$ cat src/rtl/lwpw_pkg.sv
// shared types and constants for the lcd window pixel writer
// no dependencies

package lwpw_pkg;

    typedef enum logic [1:0] {
        FUNC_PIXEL  = 2'd0,
        FUNC_WINDOW = 2'd1,
        FUNC_PUSH   = 2'd2,
        FUNC_NONE   = 2'd3
    } func_t;

    typedef enum logic [1:0] {
        CFG_COLUMN_CMD = 2'd0,
        CFG_PAGE_CMD   = 2'd1,
        CFG_MEMWR_CMD  = 2'd2,
        CFG_UNUSED     = 2'd3
    } cfg_index_t;

    localparam int unsigned COORD_W = 16;
    localparam int unsigned BYTE_W  = 8;
    localparam int unsigned STEP_W  = 4;

    // byte positions within a full draw-pixel sequence
    localparam logic [STEP_W-1:0] STEP_COL_CMD  = 4'd0;
    localparam logic [STEP_W-1:0] STEP_X_HI     = 4'd1;
    localparam logic [STEP_W-1:0] STEP_X_LO     = 4'd2;
    localparam logic [STEP_W-1:0] STEP_XE_HI    = 4'd3;
    localparam logic [STEP_W-1:0] STEP_XE_LO    = 4'd4;
    localparam logic [STEP_W-1:0] STEP_PAGE_CMD = 4'd5;
    localparam logic [STEP_W-1:0] STEP_Y_HI     = 4'd6;
    localparam logic [STEP_W-1:0] STEP_Y_LO     = 4'd7;
    localparam logic [STEP_W-1:0] STEP_YE_HI    = 4'd8;
    localparam logic [STEP_W-1:0] STEP_YE_LO    = 4'd9;
    localparam logic [STEP_W-1:0] STEP_MEMWR    = 4'd10;
    localparam logic [STEP_W-1:0] STEP_C_HI     = 4'd11;
    localparam logic [STEP_W-1:0] STEP_C_LO     = 4'd12;

    typedef struct packed {
        func_t              func;
        logic [COORD_W-1:0] x;
        logic [COORD_W-1:0] y;
        logic [COORD_W-1:0] xe;
        logic [COORD_W-1:0] ye;
        logic [COORD_W-1:0] color;
    } req_t;

    typedef struct packed {
        logic [BYTE_W-1:0] column_cmd;
        logic [BYTE_W-1:0] page_cmd;
        logic [BYTE_W-1:0] memwr_cmd;
    } cmd_set_t;

endpackage

$ cat src/rtl/lwpw_req_stage.sv
// input register: captures one request and works out the window end coordinates
// depends on lwpw_pkg

module lwpw_req_stage (
    input  logic                       clk,
    input  logic                       rst_n,
    input  logic                       s_axis_tvalid,
    output logic                       s_axis_tready,
    input  logic [79:0]                s_axis_tdata,  // x_start, y_start, width, height, color
    input  logic [1:0]                 s_axis_tuser,  // func
    output logic                       req_valid,
    output lwpw_pkg::req_t             req,
    input  logic                       req_take
);
    import lwpw_pkg::*;

    logic               valid_reg;
    logic               valid_next;
    req_t               req_reg;
    req_t               req_next;
    logic               load;
    func_t              func_in;
    logic [COORD_W-1:0] x_in;
    logic [COORD_W-1:0] y_in;
    logic [COORD_W-1:0] w_in;
    logic [COORD_W-1:0] h_in;

    assign func_in = func_t'(s_axis_tuser);
    assign x_in    = s_axis_tdata[15:0];
    assign y_in    = s_axis_tdata[31:16];
    assign w_in    = s_axis_tdata[47:32];
    assign h_in    = s_axis_tdata[63:48];

    assign s_axis_tready = !valid_reg || req_take;
    assign load          = s_axis_tvalid && s_axis_tready;

    always_comb
    begin
        req_next       = req_reg;
        req_next.func  = func_in;
        req_next.x     = x_in;
        req_next.y     = y_in;
        req_next.color = s_axis_tdata[79:64];
        if (func_in == FUNC_PIXEL)
        begin
            req_next.xe = x_in;
            req_next.ye = y_in;
        end
        else
        begin
            req_next.xe = x_in + w_in - 16'd1;
            req_next.ye = y_in + h_in - 16'd1;
        end
    end

    always_comb
    begin
        valid_next = valid_reg;
        if (load)
        begin
            // an unused selector is taken and dropped
            valid_next = (func_in != FUNC_NONE);
        end
        else if (req_take)
        begin
            valid_next = 1'b0;
        end
    end

    always_ff @(posedge clk or negedge rst_n)
    begin
        if (!rst_n)
        begin
            valid_reg <= 1'b0;
        end
        else
        begin
            valid_reg <= valid_next;
        end
    end

    always_ff @(posedge clk)
    begin
        if (load)
        begin
            req_reg <= req_next;
        end
    end

    assign req_valid = valid_reg;
    assign req       = req_reg;

    a_take_needs_valid: assert property (@(posedge clk) disable iff (!rst_n)
        req_take |-> valid_reg)
        else $error("request released while none held");

    a_none_dropped: assert property (@(posedge clk) disable iff (!rst_n)
        (load && func_in == FUNC_NONE) |=> !valid_reg)
        else $error("unused selector held as a request");

    a_held_while_busy: assert property (@(posedge clk) disable iff (!rst_n)
        (valid_reg && !req_take) |=> (valid_reg && $stable(req_reg)))
        else $error("request changed while its bytes were still going out");

endmodule

$ cat src/rtl/lwpw_byte_gen.sv
// byte sequencer and output register: one byte of the held request per beat
// depends on lwpw_pkg

module lwpw_byte_gen (
    input  logic                       clk,
    input  logic                       rst_n,
    input  logic                       req_valid,
    input  lwpw_pkg::req_t             req,
    output logic                       req_take,
    input  lwpw_pkg::cmd_set_t         cmds,
    output logic                       m_axis_tvalid,
    input  logic                       m_axis_tready,
    output logic [7:0]                 m_axis_tdata,  // out_byte
    output logic                       m_axis_tuser,  // is_data
    output logic                       m_axis_tlast
);
    import lwpw_pkg::*;

    logic [STEP_W-1:0] step_reg;
    logic [STEP_W-1:0] step_next;
    logic              out_valid_reg;
    logic              out_valid_next;
    logic [BYTE_W-1:0] byte_reg;
    logic              data_reg;
    logic              last_reg;
    logic              advance;
    logic              fire;
    logic [STEP_W-1:0] idx;
    logic [STEP_W-1:0] last_idx;
    logic [BYTE_W-1:0] sel_byte;
    logic              sel_data;

    assign advance  = !out_valid_reg || m_axis_tready;
    assign fire     = advance && req_valid;
    // push colour starts at the colour bytes
    assign idx      = step_reg + ((req.func == FUNC_PUSH) ? STEP_C_HI : STEP_COL_CMD);
    assign last_idx = (req.func == FUNC_WINDOW) ? STEP_MEMWR : STEP_C_LO;
    assign req_take = fire && (idx == last_idx);

    always_comb
    begin
        sel_data = 1'b1;
        unique case (idx)
            STEP_COL_CMD:
            begin
                sel_byte = cmds.column_cmd;
                sel_data = 1'b0;
            end
            STEP_X_HI:  sel_byte = req.x[15:8];
            STEP_X_LO:  sel_byte = req.x[7:0];
            STEP_XE_HI: sel_byte = req.xe[15:8];
            STEP_XE_LO: sel_byte = req.xe[7:0];
            STEP_PAGE_CMD:
            begin
                sel_byte = cmds.page_cmd;
                sel_data = 1'b0;
            end
            STEP_Y_HI:  sel_byte = req.y[15:8];
            STEP_Y_LO:  sel_byte = req.y[7:0];
            STEP_YE_HI: sel_byte = req.ye[15:8];
            STEP_YE_LO: sel_byte = req.ye[7:0];
            STEP_MEMWR:
            begin
                sel_byte = cmds.memwr_cmd;
                sel_data = 1'b0;
            end
            STEP_C_HI:  sel_byte = req.color[15:8];
            STEP_C_LO:  sel_byte = req.color[7:0];
            default:    sel_byte = '0;
        endcase
    end

    always_comb
    begin
        step_next      = step_reg;
        out_valid_next = out_valid_reg;
        if (advance)
        begin
            out_valid_next = req_valid;
        end
        if (fire)
        begin
            step_next = req_take ? '0 : step_reg + 4'd1;
        end
    end

    always_ff @(posedge clk or negedge rst_n)
    begin
        if (!rst_n)
        begin
            step_reg      <= '0;
            out_valid_reg <= 1'b0;
        end
        else
        begin
            step_reg      <= step_next;
            out_valid_reg <= out_valid_next;
        end
    end

    always_ff @(posedge clk)
    begin
        if (fire)
        begin
            byte_reg <= sel_byte;
            data_reg <= sel_data;
            last_reg <= req_take;
        end
    end

    assign m_axis_tvalid = out_valid_reg;
    assign m_axis_tdata  = byte_reg;
    assign m_axis_tuser  = data_reg;
    assign m_axis_tlast  = last_reg;

    a_step_in_range: assert property (@(posedge clk) disable iff (!rst_n)
        req_valid |-> (idx <= last_idx))
        else $error("byte step past end of request");

    a_step_idle_zero: assert property (@(posedge clk) disable iff (!rst_n)
        !req_valid |-> (step_reg == STEP_COL_CMD))
        else $error("step counter running without a request");

    a_take_clears_step: assert property (@(posedge clk) disable iff (!rst_n)
        req_take |=> (step_reg == STEP_COL_CMD))
        else $error("step counter not cleared after final byte");

endmodule

$ cat src/rtl/lcd_window_pixel_writer_core.sv
// top level: configuration registers, input register and byte sequencer
// depends on lwpw_pkg, lwpw_req_stage, lwpw_byte_gen
//
// channel   direction  payload
// s_axis    in         tdata x_start,y_start,width,height,color; tuser func
// m_axis    out        tdata out_byte; tuser is_data; tlast last
// cfg       in         cfg_index, cfg_data, always ready
//
// one byte per cycle while the output is not stalled: draw pixel sends 13 bytes, set window 11, push colour 2
// the step counter over the held request selects each byte; an unused selector is taken and dropped
// a new request is taken in the cycle its predecessor's final byte enters the output register
// reset loads command bytes 42, 43, 44 and empties both registers
// a stalled output holds its beat; the held request waits behind it

module lcd_window_pixel_writer_core (
    input  logic        clk,
    input  logic        rst_n,
    input  logic        s_axis_tvalid,
    output logic        s_axis_tready,
    input  logic [79:0] s_axis_tdata,  // x_start, y_start, width, height, color
    input  logic [1:0]  s_axis_tuser,  // func
    output logic        m_axis_tvalid,
    input  logic        m_axis_tready,
    output logic [7:0]  m_axis_tdata,  // out_byte
    output logic        m_axis_tuser,  // is_data
    output logic        m_axis_tlast,  // last
    input  logic        cfg_valid,
    output logic        cfg_ready,
    input  logic [1:0]  cfg_index,
    input  logic [7:0]  cfg_data
);
    import lwpw_pkg::*;

    cmd_set_t cmds_reg;
    cmd_set_t cmds_next;
    logic     req_valid;
    req_t     req;
    logic     req_take;

    assign cfg_ready = 1'b1;

    always_comb
    begin
        cmds_next = cmds_reg;
        if (cfg_valid)
        begin
            unique case (cfg_index_t'(cfg_index))
                CFG_COLUMN_CMD: cmds_next.column_cmd = cfg_data;
                CFG_PAGE_CMD:   cmds_next.page_cmd   = cfg_data;
                CFG_MEMWR_CMD:  cmds_next.memwr_cmd  = cfg_data;
                default:        cmds_next            = cmds_reg;
            endcase
        end
    end

    always_ff @(posedge clk or negedge rst_n)
    begin
        if (!rst_n)
        begin
            cmds_reg.column_cmd <= 8'd42;
            cmds_reg.page_cmd   <= 8'd43;
            cmds_reg.memwr_cmd  <= 8'd44;
        end
        else
        begin
            cmds_reg <= cmds_next;
        end
    end

    lwpw_req_stage u_req_stage (
        .clk           (clk),
        .rst_n         (rst_n),
        .s_axis_tvalid (s_axis_tvalid),
        .s_axis_tready (s_axis_tready),
        .s_axis_tdata  (s_axis_tdata),
        .s_axis_tuser  (s_axis_tuser),
        .req_valid     (req_valid),
        .req           (req),
        .req_take      (req_take)
    );

    lwpw_byte_gen u_byte_gen (
        .clk           (clk),
        .rst_n         (rst_n),
        .req_valid     (req_valid),
        .req           (req),
        .req_take      (req_take),
        .cmds          (cmds_reg),
        .m_axis_tvalid (m_axis_tvalid),
        .m_axis_tready (m_axis_tready),
        .m_axis_tdata  (m_axis_tdata),
        .m_axis_tuser  (m_axis_tuser),
        .m_axis_tlast  (m_axis_tlast)
    );

endmodule
$ cat config.mk
export PLATFORM = sky130hd
export DESIGN_NAME = lcd_window_pixel_writer_core
export DESIGN_NICKNAME = d
export VERILOG_FILES = /design/src/rtl/lwpw_pkg.sv /design/src/rtl/lwpw_req_stage.sv /design/src/rtl/lwpw_byte_gen.sv /design/src/rtl/lcd_window_pixel_writer_core.sv
export SDC_FILE = /design/constraint.sdc
export NUM_CORES = 1
export LEC_CHECK = 0
export ABC_AREA = 0
export BUFFER_PORTS_ARGS = -buffer_cell sky130_fd_sc_hd__buf_4
export CORE_MARGIN = 2
export CORE_UTILIZATION = 53
export CTS_CLUSTER_DIAMETER = 30
export DETAILED_ROUTE_END_ITERATION = 6
export PLACE_DENSITY = 0.78
export SLEW_MARGIN = 0
export SYNTH_ARGS = -nofsm -noshare
export SYNTH_HDL_FRONTEND = slang
export SYNTH_HIERARCHICAL = 1
export SYNTH_SLANG_ARGS = --single-unit
$ cat constraint.sdc
create_clock -name clk -period 4.5 [get_ports clk]
set_clock_uncertainty 0.2 [all_clocks]
set_input_delay 0.9 -clock clk [delete_from_list [all_inputs] [get_ports clk]]
set_output_delay 0.9 -clock clk [all_outputs]
set_load 0.03 [all_outputs]
* Word-level counts from Yosys, hierarchy flattened
Index checks and enable logic that the tools add are counted.
** Storage, ports and cells
- Logic and storage cells :: 62
- Register bits :: 122
- Bits of input ports :: 97
- Output and inout port bits :: 13
** Operators by class
- Add/subtract/negate cells :: 6
- Reduce and logical (&&, ||, !) cells :: 15
- Equality and inequality tests :: 18
- Multiplexer cells :: 8
** Operators with widths (count)
- $pmux W8 S13 :: 1
- $add A16 B16 Y16 :: 2
- $mux W32 :: 1
- $sub A16 B1 Y16 const B :: 2
- $eq A4 B4 Y1 const B :: 5
- $eq A4 B3 Y1 const B :: 4
- $eq A4 B2 Y1 const B :: 2
- $mux W4 :: 2
- $reduce_and A2 Y1 :: 3
- $add A4 B1 Y4 const B :: 1
- $add A4 B4 Y4 :: 1
- $eq A2 B1 Y1 const B :: 2
- $eq A2 B2 Y1 const B :: 2
- $eq A4 B1 Y1 const B :: 1
- $eq A4 B4 Y1 :: 1
- $logic_not A2 Y1 :: 2
- $logic_not A4 Y1 :: 1
- $logic_and A1 B1 Y1 :: 3
- $mux W1 :: 3
- $mux W3 :: 1
- $reduce_or A3 Y1 :: 1
- $logic_not A1 Y1 :: 2
- $logic_or A1 B1 Y1 :: 2
- $ne A2 B2 Y1 const B :: 1
- $reduce_bool A2 Y1 :: 1

* Logic depth before layout (Yosys ltp)
Gate-level depths: netlist of run 1.
- Word-level depth :: 8
- Depth in mapped cells :: 12
- Depth with buffers taken out :: 12

* Modules after synthesis
The synthesis of run 1 kept the hierarchy.
** By module, submodules not included
- lwpw_req_stage :: area each 4931.0 µm², cells an instance 473, times used 1, sequential area each 2487.4 µm²
- lwpw_byte_gen :: area each 1873.0 µm², cells an instance 233, times used 1, sequential area each 425.4 µm²
- lcd_window_pixel_writer_core :: area each 935.9 µm², cells an instance 53, times used 1, sequential area each 613.1 µm²

* Least setup slack after synthesis of run 1
OpenSTA, ideal clock, no wires.
- Path type :: register -> register
- From :: reg u_req_stage.req_reg (netlist bit u_req_stage/req[80])
- To :: reg u_req_stage.req_reg (netlist bit u_req_stage/req[0]) (enable)
- Arrival time :: 4.540 ns
- Library setup time :: 0.449 ns
- Required time :: 3.851 ns
- Stages on the path, launching flop included :: 10
- Period minus slack after synthesis :: 5.189 ns
- Buffers on the path :: 0
- Setup slack :: -0.689 ns
- Path through :: edfxtp_1 nand2b_1 xnor2_1 ha_1 nor2_1 a211oi_4 or4_1 a211oi_2 nand2b_1 and2_1
** On the way
- Cells in the longest elaborated chain, start to end :: 7
- Elaborated cells between the ends (all ways) :: 9
- Classes of those cells :: add/sub (1); eq/ne (3); mux (2); reduce/logical (3)
** Ends and longest elaborated chain
- start, declared :: line lwpw_req_stage.sv:19 : req_t req_reg;
- start signal, assigned :: line lwpw_req_stage.sv:86 : req_reg <= req_next;
- $eq A2 B2 Y1 :: line lwpw_byte_gen.sv:36 : assign idx = step_reg + ((req.func == FUNC_PUSH) ? STEP_C_HI : STEP_COL_CMD);
- $mux W4 :: line lwpw_byte_gen.sv:36
- $add A4 B4 Y4 :: line lwpw_byte_gen.sv:36
- $eq A4 B4 Y1 (*) :: line lwpw_byte_gen.sv:38 : assign req_take = fire && (idx == last_idx);
- $logic_and A1 B1 Y1 (*) :: line lwpw_byte_gen.sv:38
- named net req_take :: line lcd_window_pixel_writer_core.sv:38 : logic req_take;
- $logic_or A1 B1 Y1 (*) :: line lwpw_req_stage.sv:34 : assign s_axis_tready = !valid_reg || req_take;
- named net s_axis_tready :: line lcd_window_pixel_writer_core.sv:19 : output logic s_axis_tready,
- $logic_and A1 B1 Y1 (*) :: line lwpw_req_stage.sv:35 : assign load = s_axis_tvalid && s_axis_tready;
- named net u_req_stage.load :: line lwpw_req_stage.sv:21 : logic load;
The timed path passes the listed nets; every way through them passes the cells marked *.
A chain may end at the register's enable or synchronous reset.

* Worst setup path in the final report of run 1
- From :: reg u_req_stage.req_reg (netlist bit u_req_stage/req[80])
- To :: out s_axis_tready
** On the way
- Cells in the longest elaborated chain, start to end :: 6
- Elaborated cells between the ends (all ways) :: 8
- Classes of those cells :: add/sub (1); eq/ne (3); mux (2); reduce/logical (2)
** Ends and longest elaborated chain (line)
- $eq A2 B2 Y1 :: lwpw_byte_gen.sv:36
- $mux W4 :: lwpw_byte_gen.sv:36
- $add A4 B4 Y4 :: lwpw_byte_gen.sv:36
- $eq A4 B4 Y1 (*) :: lwpw_byte_gen.sv:38
- $logic_and A1 B1 Y1 (*) :: lwpw_byte_gen.sv:38
- named net req_take :: lcd_window_pixel_writer_core.sv:38
- $logic_or A1 B1 Y1 (*) :: lwpw_req_stage.sv:34
- end, declared :: lcd_window_pixel_writer_core.sv:19
Marked as above.

==> results.yml, run 1 <==
worst_setup_path:
  cpPeakStageDelay_ns: 0.49
  worst_ep_required_time_ns: 3.40
  crit_buf_inv: 3
  critPathMaxFanout: 13
  r2r_cells: 10
  critPathSlowestCell: "or4_1"
  crit_path_start_kind: "flip-flop"
  crit_chain: "nand2b_1 -> xnor2_1 -> ha_1 -> inv_1 -> buf_4 -> or4_1 -> a211oi_2 -> nand2b_1 -> buf_4"
  ff2ff_setup_slack_ns: 0.73
  crit_type: "reg -> out"
  arrival_ns: 3.14
  r2r-start: "u_req_stage/req[80]"
  critPathCaptureType: "output port"
  path_delay_family: "simple AND/OR/NAND/NOR gates"
  r2r-end: "u_req_stage/req[39]"
synth:
  syn-cell-area_sq_um: 7740
  synth_edf_count: 92
  ys.flop_type: "edfxtp_1"
  synth_top_cells_by_area: "edfxtp_1 (36%), ha_1 (9.7%), dfrtp_1 (6.5%), inv_1 (6.2%), mux2_2 (3.8%)"
  synth_seq_cells: 122
  yosys_warnings: 6
  syn-num-nets: 918
  yosysTopAreaCell: "edfxtp_1"
  syn_avg_cell_area_sq_um: 10.20
  synth_cells: 759
  synth_top_area_share_pct: 35.69
  synth_cell_types: 72
  ys_seq_area_share_pct: 45.55
  async_reset_ff_share_pct: 24.59
clocking:
  cts_tree: "yes"
  clock_path_buffers: 2
  insertion_delay_ns: 0.41
  clock_sinks: 122
  clkTransAtPathRegs_ns: 0.06
  cts.htree.levels: 4
  numCtsBuffers: 17
  root_buffer: "clkbuf_16"
  cts_setup_buffers: 0
floorplanning:
  initial_core_util_pct: 53.66
  die_y_um: 124.8
  dieArea_sq_um: 15590
  core-area_sq_um: 14420
  pin_count: 110
  die_width_um: 124.8
  rows: 44
timing:
  rsz0062_at_grt: "false"
  period_share_pct: 94.13
  fin_tns_setup_ns: 0
  hold_violations: 0
  max_freq_ghz: 0.2361
  relSlewSlack_pct: 39.06
  layout_min_cycle_time_ns: 4.236
  finalMaxSlewViolations: 0
  worst-slew-pin-transition_ns: 0.9140
  setup_viol: 0
route:
  remaining_drc_errors: 0
  vias: 5945
  viasPerCell: 5.577
  first_pass_iters: 5
  first_iter_violations: 496
  wl_per_cell_um: 17.06
  routed_wl_um: 18190
  ant_nets: 0
global_routing:
  grt_max_degree: 36
  antenna_found_initial: 0
  grt_pass1_vias: 5618
  grt_pass1_wl_um: 29150
  grt_usage_pct: 23.86
  overflow: 0
layout:
  final_nets: 1028
  insertedDiodeCount: 0
  layout_commonest_cell: "inv_1"
  drive_gt1_share_pct: 23.02
  final_cell_mix: "inv_1 (128), buf_4 (117), edfxtp_1 (92)"
  syn2layout_area_growth_pct: 20.68
  largest_reg_flops: 82
  final_cell_area_sq_um: 9340
power:
  power_switching_mw: 1.806
  seq_power_share_pct: 32.9
  power_density_nw_per_um2: 525.2
  p_int_mw: 3.099
  finalPower_mw: 4.905
  ir_drop_v: 0.0002746
  p_leak_nw: 4.192
  swShare_pct: 36.82
  power_frac_clock_pct: 27.2
  pwr-share-comb_pct: 40.0
placement:
  numPortBuffers: 108
  dpl.hpwl_um: 14070
  gp_congestion: 0.8961
  placed_area_sq_um: 8747
flow_run:
  maxCapViolCount: 0
run_status:
  status: "finished clean"
worst_hold_path:
  hp-class: "in -> async"
## through the flow
step,util [%],worst slack [ns],std cells,hold slack [ns]
floorplan,-,0.1978,759,0.2579
global placement,60.64,0.6810,1034,0.2830
detailed placement,60.64,0.6411,1034,0.2745
CTS,64.74,0.1848,1066,0.2097
global route,64.76,0.1194,1066,0.2278
finish,64.76,0.2644,1066,0.2073
## power groups by stage
stage / Sequential [mW] / Combinational, mW / Clock [mW]
3_5_place_dp: 1.62 / 1.92 / 0
2_1_floorplan: 1.64 / 1.37 / 0
4_1_cts: 1.61 / 1.94 / 1.35
3_3_place_gp: 1.62 / 1.90 / 0
5_1_grt: 1.63 / 2.12 / 1.40
6_report: 1.61 / 1.96 / 1.33
## how the worst max path moves through the flow
stage	startpoint	endpoint	slack, ns	depth (start not counted)
6_report	u_req_stage/req[80]	s_axis_tready	0.26	9
5_1_grt	u_req_stage/req[80]	s_axis_tready	0.12	9
4_1_cts	u_req_stage/req[80]	s_axis_tready	0.18	9
3_5_place_dp	u_req_stage/req[80]	s_axis_tready	0.64	9
3_3_place_gp	u_req_stage/req[80]	s_axis_tready	0.68	9
2_1_floorplan	u_req_stage/req[80]	u_req_stage/req[0]	0.20	9
## area by class of cell
cell class                      count  area (sq um)
Timing Repair Buffer              119         918.4
Tap cell                          184         230.2
Inverter                          128         480.5
Sequential cell                   122          3526
Multi-Input combinational cell    481          3595
Clock buffer                       17         425.4
Clock inverter                     15         165.2
Fill cell                        1179          5084
## metal layers
metal	track usage, %	up-vias	wire length [um]	part of all wire [%]
met2	37.00	244	8461	47
li1	-	2898	-	-
met1	33.84	2771	8130	45
met5	0	-	0	0
met4	9.608	0	445	2.4
met3	3.608	32	1152	6.3
## synthesized netlist by cell type (18+ instances only)
cell type,n
mux2i_1,21
edfxtp_1,92
nand2_1,65
o21ai_0,25
nor2_1,34
a21oi_1,44
mux2_2,26
inv_1,128
xor2_1,18
ha_1,60
nand3_1,19
dfrtp_1,20
## kinds of logic (layout without fill, tap and decap cells)
group / Yosys count / in the layout / synth area share [%]
multiplexers: 48 / 48 / 6.692
flip-flops: 122 / 122 / 45.55
other: 1 / 1 / 0.04845
AO/OA/AOI/OAI: 163 / 163 / 14.55
AND/OR/NAND/NOR: 174 / 174 / 11.04
buffers and inverters: 156 / 279 / 8.164
adder cells (fa/ha/maj): 62 / 62 / 10.22
XOR/XNOR: 33 / 33 / 3.734
## repair_timing
action | CTS | global route
hold endpoints to repair | 0 | 0
endpoints found under the setup margin | 0 | 1
hold buffers | 0 | 0
resized for setup | 0 | 1
No activity file was read; power rests on OpenSTA's default activity.
==> run 2: changes to the inputs <==
--- a/config.mk
+++ b/config.mk
@@ -7,11 +7,13 @@
 export LEC_CHECK = 0
 export ABC_AREA = 0
 export BUFFER_PORTS_ARGS = -buffer_cell sky130_fd_sc_hd__buf_4
+export CELL_PAD_IN_SITES_DETAIL_PLACEMENT = 0
+export CELL_PAD_IN_SITES_GLOBAL_PLACEMENT = 1
 export CORE_MARGIN = 2
-export CORE_UTILIZATION = 53
+export CORE_UTILIZATION = 40
 export CTS_CLUSTER_DIAMETER = 30
 export DETAILED_ROUTE_END_ITERATION = 6
-export PLACE_DENSITY = 0.78
+export PLACE_DENSITY_LB_ADDON = 0.1
 export SLEW_MARGIN = 0
 export SYNTH_ARGS = -nofsm -noshare
 export SYNTH_HDL_FRONTEND = slang
==> run 2 against run 1 <==
Effect of this change:
- final cell count up 7.3%
- first-iteration DRC count down 14%
- worst hold slack worse by 0.0096 ns
- sequential power about the same
- critical path type unchanged
- largest cell class unchanged
- highest routed layer unchanged
==> results.yml, run 2 (synthesized netlist as in run 1, its figures left out) <==
clocking:
  clock_path_buffers: 2
  numCtsBuffers: 17
  root_buffer: "clkbuf_16"
  hold_buffers: 0
  cts_tree: "yes"
  insertion_delay_ns: 0.43
  cts.htree.levels: 4
  clock_sinks: 122
  clkTransAtPathRegs_ns: 0.06
floorplanning:
  dieArea_sq_um: 20480
  pin_count: 110
  die_width_um: 143.1
  die_y_um: 143.1
  initial_core_util_pct: 41.10
  rows: 50
  core-area_sq_um: 18830
run_status:
  status: "finished clean"
route:
  remaining_drc_errors: 0
  first_iter_violations: 426
  routed-wl-met3_um: 1003
  vias: 5931
  routed.top_layer: "met4"
  first_pass_iters: 5
  routed_wl_um: 19950
  ant_nets: 0
  wl_per_cell_um: 17.44
  wl_met1_um: 9374
  wl_met2_um: 9353
  viasPerCell: 5.184
global_routing:
  grt_usage_pct: 20.31
  grt_max_degree: 32
  overflow: 0
  grt_pass1_vias: 5728
  antenna_found_initial: 0
  grt_pass1_wl_um: 31400
layout:
  final_cell_mix: "inv_1 (128), buf_4 (119), edfxtp_1 (92)"
  final_nets: 1030
  final_cells: 1144
  nFillCells: 1768
  syn2layout_area_growth_pct: 22.02
  largest_reg_flops: 82
  drive_gt1_share_pct: 23.08
  final_cell_area_sq_um: 9444
  insertedDiodeCount: 0
  layout_commonest_cell: "inv_1"
timing:
  layout_min_cycle_time_ns: 4.316
  worst-slew-pin-transition_ns: 1.038
  setup_ws_ns: 0.1838
  relSlewSlack_pct: 30.28
  period_share_pct: 95.91
  hold-worst-slack_ns: 0.1977
  setup_viol: 0
  max_freq_ghz: 0.2317
  finalMaxSlewViolations: 0
  fin_tns_setup_ns: 0
  hold_violations: 0
flow_run:
  maxCapViolCount: 0
placement:
  dpl.hpwl_um: 15600
  dp_cells: 1110
  numPortBuffers: 108
  placed_area_sq_um: 8842
  gp_congestion: 0.9074
  dpl_worst_slack_ns: 0.5154
power:
  p_leak_nw: 4.186
  power_density_nw_per_um2: 522.6
  ir_drop_v: 0.0002527
worst_setup_path:
  crit_path_start_kind: "flip-flop"
  worst_ep_required_time_ns: 3.40
  r2r_cells: 10
  critPathCaptureType: "output port"
  r2r-start: "u_req_stage/req[80]"
  arrival_ns: 3.22
  critPathMaxFanout: 13
  ff2ff_setup_slack_ns: 0.63
  crit_start: "u_req_stage/req[80]"
  crit_type: "reg -> out"
  r2r-end: "u_req_stage/req[41]"
worst_hold_path:
  hp-class: "in -> async"
run 2: cell type report:
| class | instances | area [sq um] | area share (%) |
|---|---|---|---|
| inverter | 128 | 480.5 | 5.087 |
| multi-input combinational | 481 | 3602 | 38.14 |
| clock buffer | 18 | 429.2 | 4.544 |
| timing repair buffer | 121 | 933.4 | 9.883 |
| clock inverter | 14 | 147.6 | 1.563 |
| sequential | 122 | 3526 | 37.33 |
| tap | 260 | 325.3 | 3.445 |
run 2: worst max path at each step:
| stage | endpoint | cells after the start |
|---|---|---|
| final | s_axis_tready | 9 |
| after global routing | s_axis_tready | 9 |
| after CTS | s_axis_tready | 9 |
| after detailed placement | s_axis_tready | 9 |
| after global placement | s_axis_tready | 9 |
| after floorplan | u_req_stage/req[0] | 9 |
run 2: what timing repair did:
item | 4_1_cts | 5_1_grt
resized for setup | 0 | 2
setup buffers | 0 | 2
endpoints found under the setup margin | 0 | 1
run 2: stage by stage:
step / utilization (%) / total power, mW
3_3_place_gp: 46.96 / 3.575
4_1_cts: 50.02 / 4.940
3_5_place_dp: 46.96 / 3.592
5_1_grt: 50.15 / 5.204
6_report: 50.15 / 4.936
2_1_floorplan: - / 3.003
run 2: worst max-delay path: stages (launching register included):
cell and delay (ns):
edfxtp_1 0.47, nand2b_1 0.25, xnor2_1 0.16, ha_2 0.46, inv_1 0.06, buf_4 0.18, or4_1 0.53, a211oi_4 0.33
nand2b_1 0.19, buf_4 0.17
run 2: per-layer routing:
layer | up-vias | track usage (%)
li1 | 2905 | -
met1 | 2838 | 28.86
met2 | 173 | 31.86
met3 | 15 | 3.722
met4 | 0 | 5.576
met5 | - | 0
run 2: report_power, final:
group,switching (mW),leakage [nW],internal [mW]
sequential,0.133,1.18,1.48
clock,0.514,0.271,0.815
combinational,1.19,2.74,0.806
